**config.mk**
```make
export PLATFORM = sky130hd
export DESIGN_NAME = fixed_timestep_accumulator_unit
export DESIGN_NICKNAME = d
export VERILOG_FILES = /design/src/rtl/ftacc_pkg.sv /design/src/rtl/ftacc_ctrl.sv /design/src/rtl/fixed_timestep_accumulator_unit.sv
export SDC_FILE = /design/constraint.sdc
export NUM_CORES = 1
export LEC_CHECK = 0
export BUFFER_PORTS_ARGS = -buffer_cell sky130_fd_sc_hd__buf_4
export CORE_ASPECT_RATIO = 0.6
export CORE_UTILIZATION = 45
export CTS_BUF_LIST = sky130_fd_sc_hd__clkbuf_8
export CTS_CLUSTER_DIAMETER = 100
export CTS_CLUSTER_SIZE = 24
export DETAILED_ROUTE_END_ITERATION = 7
export GPL_ROUTABILITY_DRIVEN = 0
export GPL_TIMING_DRIVEN = 1
export PLACE_DENSITY = 0.6
export SYNTH_ARGS = -nofsm -noshare
export SYNTH_HDL_FRONTEND = slang
export SYNTH_SLANG_ARGS = --single-unit
export TNS_END_PERCENT = 10
```
**constraint.sdc**
```tcl
create_clock -name clk -period 11.3 [get_ports clk]
set_input_delay 2.26 -clock clk [delete_from_list [all_inputs] [get_ports clk]]
set_output_delay 2.26 -clock clk [all_outputs]
set_load 0.005 [all_outputs]
```
**src/rtl/ftacc_pkg.sv**
```systemverilog
// Shared widths, constants, register indexes and types for the fixed-timestep accumulator.
// Used by the sequencer, the top level and the port checker; depends on nothing.
`timescale 1ns / 1ps

package ftacc_pkg;

    localparam int STAMP_W            = 48;
    localparam int STAMP_BITS         = 48;
    localparam int PERIOD_W           = 20;
    localparam int STEPS_W            = 7;
    localparam int CLAMP_W            = 24;
    localparam int BACKLOG_W          = 22;
    localparam int ALPHA_W            = 16;
    localparam int CFG_IDX_W          = 2;
    localparam int CFG_DATA_W         = 24;
    localparam int BACKLOG_CAP_FACTOR = 4;

    localparam int ACC_W      = CLAMP_W + 1;
    localparam int CAP_W      = PERIOD_W + 5;
    localparam int DIV_CNT_W  = $clog2(ALPHA_W);

    localparam logic [STAMP_W-1:0] STAMP_MASK =
        (STAMP_BITS >= STAMP_W) ? {STAMP_W{1'b1}}
                                : ((STAMP_W'(1) << STAMP_BITS) - STAMP_W'(1));
    localparam logic [BACKLOG_W-1:0] BACKLOG_MAX = {BACKLOG_W{1'b1}};

    localparam logic [CFG_IDX_W-1:0] REG_PERIOD = 2'd0;
    localparam logic [CFG_IDX_W-1:0] REG_STEPS  = 2'd1;
    localparam logic [CFG_IDX_W-1:0] REG_CLAMP  = 2'd2;

    localparam logic [PERIOD_W-1:0] PERIOD_RST = 20'd16667;
    localparam logic [STEPS_W-1:0]  STEPS_RST  = 7'd5;
    localparam logic [CLAMP_W-1:0]  CLAMP_RST  = 24'd250000;

    typedef enum logic [2:0] {
        ST_IDLE,
        ST_DELTA,
        ST_ACCUM,
        ST_STEP,
        ST_CAP,
        ST_SAT,
        ST_DIV,
        ST_DONE
    } state_t;

    typedef struct packed {
        logic in_ready;
        logic do_delta;
        logic do_accum;
        logic step_take;
        logic step_end;
        logic do_cap;
        logic do_sat;
        logic do_div;
        logic sel_div;
        logic load_out;
    } ctrl_t;

    typedef struct packed {
        logic in_valid;
        logic ge;
        logic below_max;
        logic out_free;
    } stat_t;

endpackage

```
**src/rtl/ftacc_ctrl.sv**
```systemverilog
// Sequencer for the fixed-timestep accumulator: frame delta, step loop, cap and serial divide.
// Depends on ftacc_pkg for the state enum and the control and status structs.
`timescale 1ns / 1ps

module ftacc_ctrl (
    input  logic             clk,
    input  logic             rst_n,
    input  ftacc_pkg::stat_t stat,
    output ftacc_pkg::ctrl_t ctrl
);

    ftacc_pkg::state_t                     state_reg;
    ftacc_pkg::state_t                     state_next;
    logic [ftacc_pkg::DIV_CNT_W-1:0]       cnt_reg;
    logic [ftacc_pkg::DIV_CNT_W-1:0]       cnt_next;
    logic                                  div_last;
    logic                                  step_go;

    assign div_last = (cnt_reg == ftacc_pkg::DIV_CNT_W'(ftacc_pkg::ALPHA_W - 1));
    assign step_go  = stat.ge && stat.below_max;

    always_ff @(posedge clk or negedge rst_n)
    begin
        if (!rst_n)
        begin
            state_reg <= ftacc_pkg::ST_IDLE;
            cnt_reg   <= '0;
        end
        else
        begin
            state_reg <= state_next;
            cnt_reg   <= cnt_next;
        end
    end

    always_comb
    begin
        state_next = state_reg;
        cnt_next   = cnt_reg;
        case (state_reg)
            ftacc_pkg::ST_IDLE:
            begin
                if (stat.in_valid)
                begin
                    state_next = ftacc_pkg::ST_DELTA;
                end
            end
            ftacc_pkg::ST_DELTA: state_next = ftacc_pkg::ST_ACCUM;
            ftacc_pkg::ST_ACCUM: state_next = ftacc_pkg::ST_STEP;
            ftacc_pkg::ST_STEP:
            begin
                if (!step_go)
                begin
                    state_next = ftacc_pkg::ST_CAP;
                end
            end
            ftacc_pkg::ST_CAP: state_next = ftacc_pkg::ST_SAT;
            ftacc_pkg::ST_SAT:
            begin
                cnt_next   = '0;
                state_next = ftacc_pkg::ST_DIV;
            end
            ftacc_pkg::ST_DIV:
            begin
                cnt_next = cnt_reg + 1'b1;
                if (div_last)
                begin
                    state_next = ftacc_pkg::ST_DONE;
                end
            end
            ftacc_pkg::ST_DONE:
            begin
                if (stat.out_free)
                begin
                    state_next = ftacc_pkg::ST_IDLE;
                end
            end
            default: state_next = ftacc_pkg::ST_IDLE;
        endcase
    end

    always_comb
    begin
        ctrl = '0;
        case (state_reg)
            ftacc_pkg::ST_IDLE:  ctrl.in_ready = 1'b1;
            ftacc_pkg::ST_DELTA: ctrl.do_delta = 1'b1;
            ftacc_pkg::ST_ACCUM: ctrl.do_accum = 1'b1;
            ftacc_pkg::ST_STEP:
            begin
                ctrl.step_take = step_go;
                ctrl.step_end  = !step_go;
            end
            ftacc_pkg::ST_CAP:   ctrl.do_cap = 1'b1;
            ftacc_pkg::ST_SAT:   ctrl.do_sat = 1'b1;
            ftacc_pkg::ST_DIV:
            begin
                ctrl.do_div  = 1'b1;
                ctrl.sel_div = 1'b1;
            end
            ftacc_pkg::ST_DONE:  ctrl.load_out = stat.out_free;
            default:             ctrl = '0;
        endcase
    end

endmodule

```
**src/rtl/fixed_timestep_accumulator_unit.sv**
```systemverilog
// Top level of the fixed-timestep accumulator: configuration registers, datapath and output word.
// Depends on ftacc_pkg and instantiates the sequencer ftacc_ctrl.
`timescale 1ns / 1ps

// Each input word is the start timestamp of one rendered frame in microseconds. The block
// works out the clamped frame time, adds it to the backlog, counts fixed steps, caps the
// backlog and returns one result word with the steps, spiral flag and interpolation alpha.
// Both channels use valid and ready; a word moves when both are high at a clock edge.
// Configuration is written through cfg_we, cfg_index and cfg_data; the user must write it
// only while the block is idle, which it does not enforce. An unknown index is ignored.
// A single subtract and compare unit does the step loop (up to 127 fixed steps), the
// saturation check and a 16-bit restoring divide, one step or one quotient bit per cycle,
// and the block takes no new word while that unit is busy.
// The result sits in an output register, so a new word is accepted while an earlier result
// still waits. If the receiver stalls and a second result is ready, the block holds it
// until the output register frees up.
// Reset returns the registers to their defaults, clears the backlog and marks no frame seen,
// so the first frame after reset has a frame time of zero.
module fixed_timestep_accumulator_unit (
    input  logic                                clk,
    input  logic                                rst_n,
    input  logic                                in_valid,
    output logic                                in_ready,
    input  logic [ftacc_pkg::STAMP_W-1:0]       now_us,
    output logic                                out_valid,
    input  logic                                out_ready,
    output logic [ftacc_pkg::STEPS_W-1:0]       fixed_steps,
    output logic                                spiral,
    output logic [ftacc_pkg::ALPHA_W-1:0]       alpha_frac,
    output logic [ftacc_pkg::CLAMP_W-1:0]       frame_time_us,
    output logic [ftacc_pkg::BACKLOG_W-1:0]     backlog_us,
    input  logic                                cfg_we,
    input  logic [ftacc_pkg::CFG_IDX_W-1:0]     cfg_index,
    input  logic [ftacc_pkg::CFG_DATA_W-1:0]    cfg_data
);

    ftacc_pkg::ctrl_t ctrl;
    ftacc_pkg::stat_t stat;

    logic [ftacc_pkg::PERIOD_W-1:0]  period_reg;
    logic [ftacc_pkg::STEPS_W-1:0]   max_steps_reg;
    logic [ftacc_pkg::CLAMP_W-1:0]   clamp_reg;

    logic [ftacc_pkg::STAMP_W-1:0]   now_reg;
    logic [ftacc_pkg::STAMP_W-1:0]   last_reg;
    logic                            started_reg;
    logic [ftacc_pkg::BACKLOG_W-1:0] backlog_reg;
    logic [ftacc_pkg::CLAMP_W-1:0]   ftime_reg;
    logic [ftacc_pkg::ACC_W-1:0]     acc_reg;
    logic [ftacc_pkg::ACC_W-1:0]     acc_next;
    logic [ftacc_pkg::STEPS_W-1:0]   steps_reg;
    logic                            spiral_reg;
    logic                            sat_reg;
    logic [ftacc_pkg::ALPHA_W-1:0]   quot_reg;
    logic                            out_valid_reg;
    logic                            out_valid_next;

    logic [ftacc_pkg::PERIOD_W-1:0]  period_eff;
    logic [ftacc_pkg::STAMP_W-1:0]   stamp_diff;
    logic                            stamp_fwd;
    logic [ftacc_pkg::CLAMP_W-1:0]   ftime_val;
    logic [ftacc_pkg::ACC_W-1:0]     acc_shift;
    logic [ftacc_pkg::ACC_W-1:0]     alu_a;
    logic [ftacc_pkg::ACC_W:0]       alu_diff;
    logic                            alu_ge;
    logic [ftacc_pkg::CAP_W-1:0]     cap_full;
    logic [ftacc_pkg::BACKLOG_W-1:0] cap_val;
    logic [ftacc_pkg::BACKLOG_W-1:0] acc_capped;

    assign period_eff = (period_reg == '0) ? ftacc_pkg::PERIOD_W'(1) : period_reg;

    // Frame delta: zero on the first frame and when the timestamp goes backwards, else clamped.
    assign stamp_diff = now_reg - last_reg;
    assign stamp_fwd  = started_reg && (now_reg >= last_reg);
    always_comb
    begin
        if (!stamp_fwd)
        begin
            ftime_val = '0;
        end
        else if (stamp_diff > ftacc_pkg::STAMP_W'(clamp_reg))
        begin
            ftime_val = clamp_reg;
        end
        else
        begin
            ftime_val = stamp_diff[ftacc_pkg::CLAMP_W-1:0];
        end
    end

    // The shared unit: one subtract of the period, its borrow giving the compare.
    assign acc_shift = {acc_reg[ftacc_pkg::ACC_W-2:0], 1'b0};
    assign alu_a     = ctrl.sel_div ? acc_shift : acc_reg;
    assign alu_diff  = {1'b0, alu_a} - (ftacc_pkg::ACC_W + 1)'(period_eff);
    assign alu_ge    = !alu_diff[ftacc_pkg::ACC_W];

    assign cap_full   = ftacc_pkg::CAP_W'(period_eff)
                        * ftacc_pkg::CAP_W'(ftacc_pkg::BACKLOG_CAP_FACTOR);
    assign cap_val    = (cap_full > ftacc_pkg::CAP_W'(ftacc_pkg::BACKLOG_MAX))
                        ? ftacc_pkg::BACKLOG_MAX : cap_full[ftacc_pkg::BACKLOG_W-1:0];
    assign acc_capped = (acc_reg > ftacc_pkg::ACC_W'(cap_val))
                        ? cap_val : acc_reg[ftacc_pkg::BACKLOG_W-1:0];

    assign stat.in_valid  = in_valid;
    assign stat.ge        = alu_ge;
    assign stat.below_max = (steps_reg < max_steps_reg);
    assign stat.out_free  = !out_valid_reg || out_ready;

    ftacc_ctrl u_ctrl (
        .clk   (clk),
        .rst_n (rst_n),
        .stat  (stat),
        .ctrl  (ctrl)
    );

    always_ff @(posedge clk or negedge rst_n)
    begin
        if (!rst_n)
        begin
            period_reg    <= ftacc_pkg::PERIOD_RST;
            max_steps_reg <= ftacc_pkg::STEPS_RST;
            clamp_reg     <= ftacc_pkg::CLAMP_RST;
        end
        else if (cfg_we)
        begin
            case (cfg_index)
                ftacc_pkg::REG_PERIOD: period_reg    <= cfg_data[ftacc_pkg::PERIOD_W-1:0];
                ftacc_pkg::REG_STEPS:  max_steps_reg <= cfg_data[ftacc_pkg::STEPS_W-1:0];
                ftacc_pkg::REG_CLAMP:  clamp_reg     <= cfg_data[ftacc_pkg::CLAMP_W-1:0];
                default:               period_reg    <= period_reg;
            endcase
        end
    end

    always_ff @(posedge clk or negedge rst_n)
    begin
        if (!rst_n)
        begin
            last_reg      <= '0;
            started_reg   <= 1'b0;
            backlog_reg   <= '0;
            out_valid_reg <= 1'b0;
        end
        else
        begin
            out_valid_reg <= out_valid_next;
            if (ctrl.do_delta)
            begin
                last_reg    <= now_reg;
                started_reg <= 1'b1;
            end
            if (ctrl.do_cap)
            begin
                backlog_reg <= acc_capped;
            end
        end
    end

    always_comb
    begin
        acc_next = acc_reg;
        if (ctrl.do_accum)
        begin
            acc_next = ftacc_pkg::ACC_W'(backlog_reg) + ftacc_pkg::ACC_W'(ftime_reg);
        end
        else if (ctrl.step_take || (ctrl.do_div && alu_ge))
        begin
            acc_next = alu_diff[ftacc_pkg::ACC_W-1:0];
        end
        else if (ctrl.do_div)
        begin
            acc_next = acc_shift;
        end
        else if (ctrl.do_cap)
        begin
            acc_next = ftacc_pkg::ACC_W'(acc_capped);
        end
    end

    always_comb
    begin
        out_valid_next = out_valid_reg;
        if (ctrl.load_out)
        begin
            out_valid_next = 1'b1;
        end
        else if (out_ready)
        begin
            out_valid_next = 1'b0;
        end
    end

    always_ff @(posedge clk)
    begin
        acc_reg <= acc_next;
        if (in_valid && ctrl.in_ready)
        begin
            now_reg <= now_us & ftacc_pkg::STAMP_MASK;
        end
        if (ctrl.do_delta)
        begin
            ftime_reg <= ftime_val;
        end
        if (ctrl.do_accum)
        begin
            steps_reg <= '0;
        end
        else if (ctrl.step_take)
        begin
            steps_reg <= steps_reg + 1'b1;
        end
        if (ctrl.step_end)
        begin
            spiral_reg <= !stat.below_max && alu_ge;
        end
        if (ctrl.do_sat)
        begin
            sat_reg <= alu_ge;
        end
        if (ctrl.do_div)
        begin
            quot_reg <= {quot_reg[ftacc_pkg::ALPHA_W-2:0], alu_ge};
        end
        if (ctrl.load_out)
        begin
            fixed_steps   <= steps_reg;
            spiral        <= spiral_reg;
            alpha_frac    <= sat_reg ? {ftacc_pkg::ALPHA_W{1'b1}} : quot_reg;
            frame_time_us <= ftime_reg;
            backlog_us    <= backlog_reg;
        end
    end

    assign in_ready  = ctrl.in_ready;
    assign out_valid = out_valid_reg;

endmodule

```
==> run metrics <==
slowest cell on the critical path=or4_1; worst endpoint required time=11700 ps; Max Fclk=0.1374 GHz; CP Data Arrival Time=7680 ps; Layout area overhead=9.957%; Detailed Route Iter0 Violations=1736; Cell Chain, Critical Path=ha_1 -> a211o_1 -> a21oi_1 -> nand4_1 -> a21o_1 -> a21oi_1 -> o21ai_0 -> a21o_2 -> a21oi_1 -> xnor2_1 -> ha_1 -> nand4_1 -> nor2_1 -> nand2_1 -> nor4_1 -> a31oi_1 -> or4_1 -> a2111o_1 -> or4_4 -> or4_1 -> o31a_1 -> o21a_1; Final Critical Period=7279 ps; synthesized area=19360 µm²; most frequent cells in the layout=228 x nand2_1, 185 x edfxtp_1, 168 x buf_4; share of layout cells above drive strength 1=13.97%; PD cells=303.8 nW/µm²; diode count=0; final non-filler cell total=2639; Initial Utilization=45.93%; critical hold path startpoint=spiral_reg; VDD IR max=0.0001543 V; Synth Flop Type=edfxtp_1; placed cell area=20990 µm²; detailed placement HPWL=41750 µm; Hold Crit Class=reg2reg; Post-Place Cells=2609; Distinct cells, synth=81; setup violators final=0; max cap viols=0; register area=8967 µm²; num rows=58; Post-CTS Setup Inserts=0; Die Y=162.7 µm; Hold Fails Final Rpt=0; critical path fanouts, max=25; number of global-route vias before repair=14170; total track usage=25.16%; largest net degree at the start of global routing=118; Setup TNS=0 ps; number of synthesized register bits=322; EDFF count, synth=185; CP Capture Type=flop; period utilisation layout=64.41%; asr flop ratio synth=40.37%; DR vias=15558; CTS tree=yes; global-route wire length before repair=85410 µm; First-pass DRT Iterations=5; Seq/Total Area, Yosys=46.31%; Hold Worst Slack=448.6 ps; PortBufs=150; Post-Route WL=55750 µm; Most common cell on crit path=a21oi_1; Syn Inst Count=1961; clk_lat worst skew=630 ps; Worst Max-Slew Pin Slew=1246 ps; total CTS buffers=17; R2R Path Start=now_reg[7]; Leak=8.744 nW; post-DR vias/cell=5.895; Synth Warn #=0; Multi-input gate area=9527 µm²; clock slew at reported path FFs=150 ps; clock skew=68.52 ps; syn avg cell area=9.875 µm²; CTS Sinks=322; initial antenna violation count=0; remaining antenna violation count=0; Final Cell Area=21290 µm²; htree depth=1; crit path from=now_reg[7]; syn nets=2185; Resized cells post-CTS=0; Post-layout nets=2282; Max Slew Vio Count=0; Root Driver=clkbuf_8; # fillers=3893; total gr overflow=0; status=complete, no violations; final core utilization=50.50%; Die Span X=269.8 µm; Die ar.=43890 µm²; CP max stage delay=1020 ps; unrepaired setup endpoints after global routing=false; commonest non-fill, non-tap cell in the layout=nand2_1; CP Launch Type=flop; CTS max path bufs=3; cts hold-fix bufs=0; I/O pin count=151; core area=42160 µm²; Worst slew margin=14.76%; DRC=0; drt wl/cell=21.12 µm; Crit Path Class=reg2reg
[cells by family (layout without fill, tap and decap cells)]
group	after synthesis	in the layout	synth area share [%]
simple gates	578	578	14.19
compound gates	560	560	18.92
flops	322	322	46.31
buf+inv	228	336	4.723
fa+ha+maj	145	145	9.485
xor+xnor	70	70	3.166
mux	58	58	3.211
[cell usage after synthesis (33+ instances only)]
library cell,count,area [µm²]
a211oi_1,34,255.2
a21o_1,44,330.3
a21oi_1,122,610.6
clkbuf_1,64,240.2
dfrtp_1,115,2878
edfxtp_1,185,5555
ha_1,142,1777
inv_1,136,510.5
mux2_2,33,371.6
nand2_1,229,859.6
nand3_1,41,205.2
nand4_1,59,369.1
nor2_1,92,345.3
nor3_1,41,205.2
o21ai_0,154,770.7
xnor2_1,50,437.9
[cell type report]
class	instances	share of cell area [%]
clock buffer	17	1.099
timing repair buffer	169	5.976
inverter	137	2.415
sequential	322	42.11
multi-input combinational	1411	44.74
tap	570	3.349
clock inverter	13	0.3056
[power breakdown]
| group | leakage (nW) | switching (W) | internal (W) |
|---|---|---|---|
| clock network | 0.188 | 0.000383 | 0.000148 |
| logic | 5.24 | 0.00245 | 0.00147 |
| registers | 3.32 | 0.000309 | 0.00171 |
| total | 8.74 | 0.00314 | 0.00332 |
[per-stage QoR]
stage / total power [W] / setup slack [ps]
5_1_grt: 0.006948 / 3580
6_report: 0.006468 / 4021
2_1_floorplan: 0.004730 / 5349
3_3_place_gp: 0.005773 / 4367
3_5_place_dp: 0.005840 / 4108
4_1_cts: 0.006396 / 4103
[layer usage]
layer / part of all wire [%] / wire (µm) / global-route usage [%]
met5: 0 / 0 / 0
met4: 1.3 / 715 / 3.512
met3: 11 / 6034 / 8.050
met2: 38 / 21000 / 32.50
met1: 50 / 28000 / 40.42
[critical path, delay by kind of cell, from the launching register on]
kind / cells / cell delay (ps)
compound gates: 11 / 2800
xor+xnor: 1 / 110
fa+ha+maj: 2 / 670
flops: 1 / 420
simple gates: 8 / 3030
[worst paths after layout]
path | to | slack [ps] | cells after the start
worst min register to register | spiral | 450 | 0
min in group asynchronous | last_reg[6] | 1600 | 1
max in group asynchronous | backlog_reg[13] | 8250 | 2
worst min-delay path | spiral | 450 | 0
worst max register to register | ftime_reg[0] | 4020 | 22
worst max-delay path | ftime_reg[0] | 4020 | 22
(Power assumes the default switching activity.)
